===== src/hdl/multi_pattern_byte_scanner_macros.svh =====
// Assertion macros for the multi-pattern byte scanner.
// Used by the top level only; no other dependencies.
`ifndef MULTI_PATTERN_BYTE_SCANNER_MACROS_SVH
`define MULTI_PATTERN_BYTE_SCANNER_MACROS_SVH
// Implication checked on every edge outside reset.
`define MPBS_ASSERT_IMP(label, ante, cons) \
	label: assert property (@(posedge clk) disable iff (!arst_n) (ante) |-> (cons)) \
		else $error("mpbs check failed");
// Next-cycle implication.
`define MPBS_ASSERT_NEXT(label, ante, cons) \
	label: assert property (@(posedge clk) disable iff (!arst_n) (ante) |=> (cons)) \
		else $error("mpbs check failed");
`endif


===== src/hdl/mpbs_pkg.sv =====
// Package for the multi-pattern byte scanner: sizes, table entry types.
// No dependencies.
`default_nettype none
package mpbs_pkg;
	localparam int NODE_COUNT = 4096;
	localparam int IDX_BITS = $clog2(NODE_COUNT);
	localparam int VALUE_BITS = 32;
	localparam int POSITION_BITS = 32;
	localparam int START_BITS = 33;
	localparam int DEPTH_BITS = IDX_BITS + 1;

	typedef logic [IDX_BITS-1:0] idx_t;

	typedef struct packed {
		logic [VALUE_BITS-1:0] value;
		idx_t parent;
		idx_t fail;
		logic [7:0] lchar;
		idx_t lchild;
		logic [7:0] rchar;
		idx_t rchild;
	} node_t;

	// memory port request from the walker
	typedef struct packed {
		logic we;
		idx_t addr;
		node_t wdata;
	} mem_req_t;

	localparam logic OP_LOAD = 1'b0;
	localparam logic OP_SCAN = 1'b1;
endpackage
`default_nettype wire


===== src/hdl/mpbs_walker.sv =====
// Sequencer walking the node table: goto over sibling chain, fail links,
// parent chain for depth. Depends on mpbs_pkg.
`default_nettype none
module mpbs_walker
	import mpbs_pkg::*;
(
	input wire logic clk,
	input wire logic arst_n,
	input wire logic in_valid,
	output logic in_ready,
	input wire logic operation,
	input node_t wr_entry,
	input idx_t wr_index,
	input wire logic [7:0] scan_byte,
	input wire logic first_of_stream,
	output mem_req_t req,
	input node_t rdata,
	output logic res_valid,
	input wire logic res_ready,
	output logic [START_BITS-1:0] res_start,
	output logic [VALUE_BITS-1:0] res_value,
	output logic res_last
);
	typedef enum logic [3:0] {
		IDLE, RD_CUR, GOT_CUR, RD_SIB, GOT_SIB, RD_FAIL_P, GOT_FAIL_P,
		RD_NX, GOT_NX, RD_FL, GOT_FL, RD_UP, GOT_UP, EMIT
	} st_t;

	st_t st_q;
	idx_t cur_q, p_q, q_q, nx_q, fl_q, walk_q;
	logic [7:0] byte_q;
	logic [POSITION_BITS-1:0] pos_q, bpos_q;
	logic [IDX_BITS:0] n_q;
	logic [DEPTH_BITS-1:0] d_q;
	logic [VALUE_BITS-1:0] nxval_q, flval_q;
	logic two_q, second_q;
	logic [START_BITS-1:0] start_q;

	assign in_ready = (st_q == IDLE) && !res_valid;

	always_comb begin
		req = '0;
		req.wdata = wr_entry;
		unique case (st_q)
			IDLE: begin
				req.we = in_valid && in_ready && (operation == OP_LOAD);
				req.addr = wr_index;
			end
			RD_CUR: req.addr = p_q;
			RD_SIB: req.addr = q_q;
			RD_FAIL_P: req.addr = p_q;
			RD_NX: req.addr = nx_q;
			RD_FL: req.addr = fl_q;
			RD_UP: req.addr = walk_q;
			default: req.addr = p_q;
		endcase
	end

	// sequencer: accept a request, follow goto and fail links, then walk the parent chain of each nonzero target and emit
	always_ff @(posedge clk or negedge arst_n) begin
		if (!arst_n) begin
			st_q <= IDLE;
			cur_q <= '0;
			bpos_q <= '0;
			res_valid <= 1'b0;
			res_last <= 1'b0;
			second_q <= 1'b0;
		end else begin
			if (res_valid && res_ready && st_q != EMIT) begin
				res_valid <= 1'b0;
			end
			unique case (st_q)
				IDLE: begin
					if (in_valid && in_ready && operation == OP_SCAN) begin
						p_q <= first_of_stream ? '0 : cur_q;
						pos_q <= first_of_stream ? '0 : bpos_q;
						bpos_q <= (first_of_stream ? '0 : bpos_q) + 1'b1;
						byte_q <= scan_byte;
						n_q <= '0;
						st_q <= RD_CUR;
					end
				end
				RD_CUR: st_q <= GOT_CUR;
				GOT_CUR: begin
					if (rdata.lchild == '0 || byte_q < rdata.lchar) begin
						st_q <= RD_FAIL_P;
					end else if (byte_q == rdata.lchar) begin
						nx_q <= rdata.lchild;
						st_q <= RD_NX;
					end else begin
						q_q <= rdata.lchild;
						d_q <= '0;
						st_q <= RD_SIB;
					end
				end
				RD_SIB: st_q <= GOT_SIB;
				GOT_SIB: begin
					// d_q counts sibling steps, capped at NODE_COUNT
					if (byte_q > rdata.rchar && rdata.rchild != '0
							&& d_q < DEPTH_BITS'(NODE_COUNT)) begin
						q_q <= rdata.rchild;
						d_q <= d_q + 1'b1;
						st_q <= RD_SIB;
					end else if (byte_q == rdata.rchar && rdata.rchild != '0) begin
						nx_q <= rdata.rchild;
						st_q <= RD_NX;
					end else begin
						st_q <= RD_FAIL_P;
					end
				end
				RD_FAIL_P: st_q <= GOT_FAIL_P;
				GOT_FAIL_P: begin
					if (rdata.fail == p_q || n_q >= (IDX_BITS+1)'(NODE_COUNT)) begin
						cur_q <= p_q;
						st_q <= IDLE;
					end else begin
						p_q <= rdata.fail;
						n_q <= n_q + 1'b1;
						st_q <= RD_CUR;
					end
				end
				RD_NX: st_q <= GOT_NX;
				GOT_NX: begin
					cur_q <= nx_q;
					nxval_q <= rdata.value;
					fl_q <= rdata.fail;
					if (rdata.value == '0) begin
						st_q <= IDLE;
					end else begin
						st_q <= RD_FL;
					end
				end
				RD_FL: st_q <= GOT_FL;
				GOT_FL: begin
					flval_q <= rdata.value;
					two_q <= (rdata.value != '0);
					second_q <= 1'b0;
					walk_q <= nx_q;
					d_q <= '0;
					st_q <= RD_UP;
				end
				RD_UP: st_q <= GOT_UP;
				GOT_UP: begin
					if (rdata.parent == walk_q || d_q == DEPTH_BITS'(NODE_COUNT)) begin
						start_q <= START_BITS'(pos_q) - START_BITS'(d_q);
						st_q <= EMIT;
					end else begin
						walk_q <= rdata.parent;
						d_q <= d_q + 1'b1;
						st_q <= RD_UP;
					end
				end
				EMIT: begin
					if (!res_valid || res_ready) begin
						res_valid <= 1'b1;
						res_start <= start_q;
						res_value <= second_q ? flval_q : nxval_q;
						res_last <= second_q || !two_q;
						if (two_q && !second_q) begin
							second_q <= 1'b1;
							walk_q <= fl_q;
							d_q <= '0;
							st_q <= RD_UP;
						end else begin
							st_q <= IDLE;
						end
					end
				end
				default: st_q <= IDLE;
			endcase
		end
	end
endmodule
`default_nettype wire


===== config.mk =====
export PLATFORM = sky130hd
export DESIGN_NAME = mpbs_walker
export DESIGN_NICKNAME = d
export VERILOG_FILES = /design/src/hdl/multi_pattern_byte_scanner_macros.svh /design/src/hdl/mpbs_pkg.sv /design/src/hdl/mpbs_walker.sv
export SDC_FILE = /design/constraint.sdc
export NUM_CORES = 1
export LEC_CHECK = 0
export BUFFER_PORTS_ARGS = -buffer_cell sky130_fd_sc_hd__buf_2
export CORE_MARGIN = 2
export CORE_UTILIZATION = 25
export DETAILED_ROUTE_END_ITERATION = 12
export PLACE_DENSITY_LB_ADDON = 0.25
export SLEW_MARGIN = 30
export SYNTH_ARGS = -nofsm -noshare
export SYNTH_HDL_FRONTEND = slang
export SYNTH_SLANG_ARGS = --single-unit
export TNS_END_PERCENT = 100

===== constraint.sdc =====
create_clock -name clk -period 3.6 [get_ports clk]
set_input_delay 0.36 -clock clk [delete_from_list [all_inputs] [get_ports clk]]
set_output_delay 0.36 -clock clk [all_outputs]
set_load 0.05 [all_outputs]

==> results.txt, run 1 <==
Counting stages on the worst path, the most repeated cell is sky130_fd_sc_hd__nand2_1. The flow ran to the end, and the final reports show no timing, DRC or antenna violations. The async set-reset flop share out of synthesis is 15.0%.

The count of flip-flops with a built-in enable after synthesis came out at 289. The later pin in the worst-skew pair is clocked with a latency of 0.57 ns. In this run the horizontal extent of the chip is 259 um. The count of endpoints failing hold in the final timing report is 0. The reported max-cap violation count is 0.

The worst hold path belongs to the class input port to flip-flop. The average instance area after synthesis is 12.5 um2. The total of fill cells in the finished design is 6543.

The detailed-placement wirelength estimate came out at 29.8 mm. The number of warnings issued by yosys is 0. The top cell type by area accounts for 53.4% of the synthesized area. The post-route netlist has 24.3% of its cells at a drive strength greater than 1. The count of antenna-violating nets left after detailed routing came out at 0.

The count of buffers added on input and output ports is 202. The final worst clock skew is 0.0251 ns. The signal on the critical path passes through nand2_1 > nor2_2 > a222oi_1 > nand2_1 > mux2_2 > buf_2.

For this design the ratio of total power to cell area is 647 nW/um2. The type of the worst setup path is flip-flop to output pin. By area, the combinational part of the netlist is dominated by simple AND/OR/NAND/NOR gates. The post-synthesis compound-gate area fraction came out at 6.26%. The iteration count of the initial detailed-routing pass is 9. The share of the synthesized netlist area taken by xor and xnor gates is 4.90%. The final weighted congestion in routability-driven placement came out at 0.825. The finished layout cell area is 19400 um2. The largest individual stage delay along the critical path comes from the cell sky130_fd_sc_hd__dfrtp_1. Setup repair after global routing left no endpoint under its margin. Once placement finished, the instance area stood at 17700 um2. The remaining max-slew budget at the tightest pin came out at 46.4%.

The smallest hold slack came out at 0.0408 ns. STA classifies the critical path startpoint as a flip-flop. Counting every net in the synthesized netlist gives 1550.

The required time at the endpoint of the critical path came out at 3.24 ns. At the end of the flow the core is filled with cells to 30.2%. Data arrives at the worst endpoint at 2.85 ns. The deepest level of the CTS H-tree is 2. The transition time at the pin with the least slew margin came out at 0.803 ns. The worst setup path is captured at an output pin. The maximum VDD drop came out at 0.675 mV. The number of non-filler instances in the completed layout is 2360. The area of the core is 64300 um2. The proportion of synthesized chip area in sequential cells is 61.2%.

TritonCTS built the clock tree. The final global-route overflow total is 0. For this run, the leading register cell type out of synthesis is sky130_fd_sc_hd__edfxtp_1.

The number of instances resized during post-cts repair came out at 0. The largest net degree at the start of global routing came out at 66. The number of clock sinks came out at 340.

The count of final setup violators came out at 0. The initial core utilization came out at 25.3%. The number of global-route vias before repair came out at 10.7k. The floorplan die height is 259 um. The number of pins with negative max-slew slack in the final report was 0. The total global-route track usage is 12.2%.

The top achievable clock speed is 311 MHz. The final routed DRC violation total is 0. The initial antenna violation count is 1.

The number of clock buffers added by TritonCTS is 41. The final layout net count came out at 1722. The root buffer cell is sky130_fd_sc_hd__clkbuf_16.

For this block, the initial DRC count from the detailed router was 663. Subtracting the final worst setup slack from the clock period gives 3.21 ns. The least setup slack across all paths after layout is 0.386 ns. The die covers 67100 um2.

The power after layout came out at 12.6 mW. Before CTS, the worst setup slack after placement is 0.736 ns. The first-pass GRT wire length came out at 63.3 mm.

Buffers added to address setup during post-CTS repair amount to 0. The count of pins on the block boundary is 395. On the worst path, the slowest cell contributes a delay of 0.70 ns.

The clock transition at the registers of the reported paths is 0.06 ns. The largest buffer count on any clock path came out at 3. The count of unique library cells instantiated by Yosys came out at 66. The mux contribution to synthesized area came out at 5.49%. The vias per cell is 4.42.

The commonest cells after synthesis are sky130_fd_sc_hd__edfxtp_1 (289), sky130_fd_sc_hd__nand2_1 (124), sky130_fd_sc_hd__buf_4 (96), sky130_fd_sc_hd__nor2_1 (82), sky130_fd_sc_hd__mux2_2 (58). The synthesized netlist devotes 2.66% of its cell area to adder and majority cells. Setup total negative slack on the finished layout was measured at 0 ns. The final route contains 10.4k vias.

The maximum fanout along the worst path is 17. The placement row count is 93. The cell area after technology mapping is 16300 um2. The cell with the most instances after synthesis is sky130_fd_sc_hd__edfxtp_1. After detailed routing, the total wire length is 41.5 mm. By area the synthesized netlist is led by sky130_fd_sc_hd__edfxtp_1 (53%), sky130_fd_sc_hd__dfrtp_1 (7.8%), sky130_fd_sc_hd__buf_4 (4.4%), sky130_fd_sc_hd__mux2_2 (4.0%), sky130_fd_sc_hd__nand2_1 (2.9%). The final critical path takes up 89.3% of the cycle. The largest total area in the synthesized netlist belongs to sky130_fd_sc_hd__edfxtp_1. The leakage power came out at 7.14 nW. The simple-gate share of the synthesized area is 13.0%. The number of synthesized register bits came out at 340. The cell count after synthesis came out at 1298. The per-cell routed wire length is 17.6 um.

The count of placed standard cells including taps is 2238. The growth of design area from synthesis to finish is 19.5%.
==> power breakdown <==
group | internal (mW) | leakage, nW | switching, mW | total, mW
logic | 1.19 | 3.27 | 2.08 | 3.27
registers | 4.86 | 3.24 | 0.374 | 5.24
clock network | 2.39 | 0.637 | 1.68 | 4.07
==> final timing paths <==
path	to	cells after the start	slack, ns	from
worst max-delay path	req[96]	6	0.39	st_q[1]
worst min-delay path	nxval_q[4]	1	0.04	rdata[68]
worst max register to register	start_q[21]	8	0.84	d_q[1]
worst min register to register	res_start[20]	0	0.41	start_q[20]
max in group asynchronous	bpos_q[28]	3	2.61	arst_n
min in group asynchronous	cur_q[1]	3	0.45	arst_n
==> layer usage <==
| layer | track usage (%) | vias up | share of wire [%] |
|---|---|---|---|
| li1 | - | 5011 | - |
| met1 | 15.4 | 5040 | 44 |
| met2 | 20.4 | 311 | 48 |
| met3 | 3.28 | 58 | 5.9 |
| met4 | 3.36 | 0 | 2.1 |
| met5 | 0 | - | 0 |
==> kinds of logic after synthesis <==
kind of cell               after synthesis
xor gates and xnor gates                91
muxes                                   82
and+or+nand+nor                        411
DFF                                    340
AOI/OAI and AO/OA                      156
buffers and inverters                  184
adders and majority gates               34
==> worst max-delay path: cells and delay by family, from the launching register on <==
| family | cells | cell delay, ns |
|---|---|---|
| compound gates | 1 | 0.25 |
| flops | 1 | 0.70 |
| simple gates | 3 | 0.90 |
| buf+inv | 1 | 0.26 |
| mux | 1 | 0.17 |
==> area by class of cell <==
cell class	instances	area [um2]	area share, %
flip-flops and latches	340	9950	51.2
multi-input cells	774	5300	27.2
repair buffers	269	1640	8.42
clock buffers	53	1100	5.67
well taps	855	1070	5.50
clock inverters	23	213	1.09
inverters	44	165	0.850
diodes	2	5.00	0.0257
==> sequential cells by signal, indices dropped and copies added (netlist names), 4 cells and up <==
signal     flops
res_start     33
start_q       33
bpos_q        32
flval_q       32
nxval_q       32
pos_q         32
res_value     32
d_q           13
n_q           13
cur_q         12
fl_q          12
nx_q          12
p_q           12
q_q           12
walk_q        12
byte_q         8
st_q           4
==> layout by cell type (no fill, tap or decap), types with 27 or more instances in the layout <==
cell,synthesis,routed
sky130_fd_sc_hd__a21oi_1,42,42
sky130_fd_sc_hd__buf_2,0,202
sky130_fd_sc_hd__clkbuf_16,0,42
sky130_fd_sc_hd__dfrtp_1,51,51
sky130_fd_sc_hd__dlygate4sd3_1,0,44
sky130_fd_sc_hd__edfxtp_1,289,289
sky130_fd_sc_hd__ha_1,33,33
sky130_fd_sc_hd__inv_1,44,44
sky130_fd_sc_hd__mux2_2,58,58
sky130_fd_sc_hd__nand2_1,124,124
sky130_fd_sc_hd__nand3_1,27,27
sky130_fd_sc_hd__nor2_1,82,78
sky130_fd_sc_hd__nor2b_1,32,32
sky130_fd_sc_hd__nor4_1,27,27
sky130_fd_sc_hd__o21ai_0,39,39
sky130_fd_sc_hd__xnor2_1,51,51
sky130_fd_sc_hd__xor2_1,40,40
==> timing repair <==
action / 4_1_cts / 5_1_grt
endpoints found under the hold margin: 89 / 0
endpoints found under the setup margin: 0 / 0
hold buffers: 44 / 0
(Power assumes the default switching activity.)
==> run 2, diff against run 1 <==
Settings changed: CORE_ASPECT_RATIO set to 0.8, CORE_UTILIZATION 25 to 54.
==> run 2 against run 1 <==
  * Power decreased by 2.3%
  * Critical endpoint unchanged
  * Global-route usage rose by 12 points
  * Register-to-register slack better by 0.03 ns
  * Sequential cell count unchanged
==> results.txt, run 2 (same netlist as run 1, synthesis figures left out) <==
The placement row count is 56 (-40%). The post-place instance area came to 17100 um2 (-3.2%). The area of the multi-input gates is 5280 um2 (-0.35%). The total net switching power came to 3.94 mW (-4.8%). The internal power came to 8.36 mW (-1.1%). The count of port buffers added during placement came to 202 (unchanged). The count of final setup violators came out at 0 (unchanged). The top achievable clock speed came out at 293 MHz (-5.9%). The full die area was 31500 um2 (-53%).

TritonCTS built the clock tree. The final weighted congestion in routability-driven placement is 0.919 (+11%). The endpoint arrival time on the critical path came out at 3.06 ns (+0.21 ns). The capturing element type of the critical path is an output pin. The transition time at the pin with the least slew margin is 0.989 ns (+0.186 ns). The met1 track utilization from global routing is 34.7% (+19 points). The via total after detailed routing is 10.5k (+0.53%). The count of antenna-violating nets left after detailed routing is 0 (unchanged). The number of buffers and inverters on the critical path was 1 (unchanged). The clock group share of total power came out at 31.4% (-1.0 points). The flow ran to the end, and the final reports show no timing, DRC or antenna violations.

The largest registers in the layout are res_start: 33 flops, start_q: 33 flops. The global-route track usage on met3 was 6.95% (+3.7 points). The final global-route overflow total is 0 (unchanged). The number of clock sinks came to 340 (unchanged). The delay of the slowest critical-path stage was 0.80 ns (+0.10 ns).

The finished layout cell area came out at 18400 um2 (-5.4%). The root buffer cell chosen for the clock tree is sky130_fd_sc_hd__clkbuf_16. The count of endpoints failing hold in the final timing report came to 0 (unchanged). The instance count along the most critical hold path is 1 (unchanged). The reported max-cap violation count came to 0 (unchanged).

The cell depth of the worst flop-to-flop path came out at 5 (-3). The number of pins with negative max-slew slack in the final report is 0 (unchanged). The critical path starts at st_q[0]. The final worst clock skew came out at 0.0206 ns (-0.00450 ns). The power density over the cells is 669 nW/um2 (+3.3%). The largest net degree at the start of global routing is 55 (-17%).

The met2 global-route usage came to 35.1% (+15 points). The final routed DRC violation total is 0 (unchanged). The floorplan die height is 159 um (-39%).

The total of fill cells in the finished design came out at 2271 (-65%). The leakage power came out at 6.93 nW (-2.9%). The switching portion of total power was 32.0% (-0.84 points).

The vias per cell is 5.64 (+28%). The first-pass GRT wire length is 58.5 mm (-7.6%). The setup path with the least slack is of type flip-flop to output pin. The library cell used most frequently in the layout, excluding fill and tap cells, is sky130_fd_sc_hd__edfxtp_1. The share of the cycle needed by the critical path after routing is 94.9% (+5.6 points).

The post-route setup TNS is 0 ns (unchanged). The number of DRC markers in iteration 0 came out at 1111 (+68%). The die span in x is 198 um (-24%). The total global-route track usage came out at 24.1% (+12 points). The proportion of power drawn by flip-flops and latches came to 42.8% (+1.2 points). The worst setup timing slack at the placement stage was 0.809 ns (+0.0721 ns). The layout cell share with drive strength beyond 1 came to 24.8% (+0.54 points). Traced cell by cell, the critical path runs through nand2b_1 > nor2_1 > a22oi_1 > nand2_1 > mux2_2 > buf_2. The number of global-route vias before repair came out at 10.2k (-4.6%). The required time at the endpoint of the critical path came to 3.24 ns (about the same). The clock network latency to the later pin of the worst-skew pair came out at 0.53 ns (-0.04 ns). The iteration count of the initial detailed-routing pass came out at 6 (-3). The maximum fanout along the worst path was 16 (-1). The highest-utilization routing layer at the global route stage is met2. In this run the most critical hold path is launched from scan_byte[7].

The portion of total power attributed to combinational logic came out at 25.8% (-0.2 points). The maximum VDD drop is 0.706 mV (+4.7%). The remaining max-slew budget at the tightest pin came to 33.8% (-13 points). The per-cell routed wire length came out at 20.4 um (+16%). The detailed-placement wirelength estimate is 27.6 mm (-7.2%). The time the final worst path needs with I/O delays and setup is 3.42 ns (+0.201 ns). The growth of design area from synthesis to finish is 13.0%. The largest buffer count on any clock path was 3 (unchanged). The worst register-to-register path begins at st_q[0]. The path with the worst hold slack has its endpoint at byte_q[7]. The endpoint identified for the worst register-to-register timing path is q_q[9]. The kind of cell with the highest combined delay along the critical path is simple AND/OR/NAND/NOR gates.

The number of CTS-inserted buffers came to 36 (-12%). The least setup slack across all paths after layout came out at 0.185 ns (-0.201 ns). Setup repair after global routing left no endpoint under its margin. The final layout net count is 1676 (-2.7%). The number of buffers added for setup after CTS came out at 0 (unchanged).

The register-to-register path setup slack is 0.87 ns (+0.03 ns). The top cell types in the final layout, fill and taps aside, are sky130_fd_sc_hd__edfxtp_1 (289), sky130_fd_sc_hd__buf_2 (202), sky130_fd_sc_hd__nand2_1 (124). The routed wire length is 37.8 mm (-8.8%). The slowest stage of the critical path is the sky130_fd_sc_hd__dfrtp_1 cell. The area of the core came out at 29500 um2 (-54%). The power after layout came to 12.3 mW (-2.3%). The count of pins on the block boundary is 395 (unchanged). The clock transition at the registers of the reported paths is 0.06 ns (about the same).

STA classifies the critical path startpoint as a flip-flop. The initial antenna violation count came out at 1 (unchanged). The worst hold path belongs to the class input port to flip-flop. The initial core utilization is 55.1% (+30 points).

The deepest level of the CTS H-tree came out at 2 (unchanged). The area used by sequential logic in the layout is 9950 um2 (unchanged).
[run 2: power groups by stage]
stage	sequential (mW)	clock (mW)	combinational, mW
CTS	5.25	3.92	3.17
detailed placement	5.32	0	3.14
finish	5.26	3.86	3.18
global placement	5.31	0	3.11
global route	5.31	4.08	3.45
floorplan	5.19	0	2.65
[run 2: through the flow]
stage | hold WS, ns | utilization, % | std cells
3_5_place_dp | 0.367 | 58.0 | 1789
2_1_floorplan | 0.0644 | - | 1298
6_report | 0.0113 | 62.3 | 1857
4_1_cts | 0.00118 | 62.3 | 1856
3_3_place_gp | 0.369 | 58.0 | 1789
5_1_grt | 0.00137 | 62.3 | 1857
[run 2: final cells by class]
type                       instances  area share, %
multi-input combinational        774           28.7
clock inverter                    21           1.58
antenna                            1         0.0136
sequential                       340           54.2
timing repair buffer             228           6.74
tap                              406           2.76
clock buffer                      43           5.15
inverter                          44          0.898
[run 2: per-layer routing]
layer	wire, um	vias up	part of all wire, %
li1	-	4907	-
met1	16600	4971	44
met2	16500	495	44
met3	3620	100	9.6
met4	1090	2	2.9
met5	43	-	0.11
[run 2: how the worst max path moves through the flow]
| stage | endpoint | slack (ns) | cells past startpoint |
|---|---|---|---|
| finish | req[96] | 0.18 | 6 |
| global placement | req[96] | 0.88 | 6 |
| detailed placement | bpos_q[18] | 0.81 | 9 |
| global route | req[96] | 0.02 | 6 |
| CTS | req[96] | 0.27 | 6 |
| floorplan | res_start[0] | 0.31 | 6 |
[run 2: what timing repair did]
item,CTS,global route
hold buffers,3,0
hold endpoints to repair,15,0
resized for setup,0,0
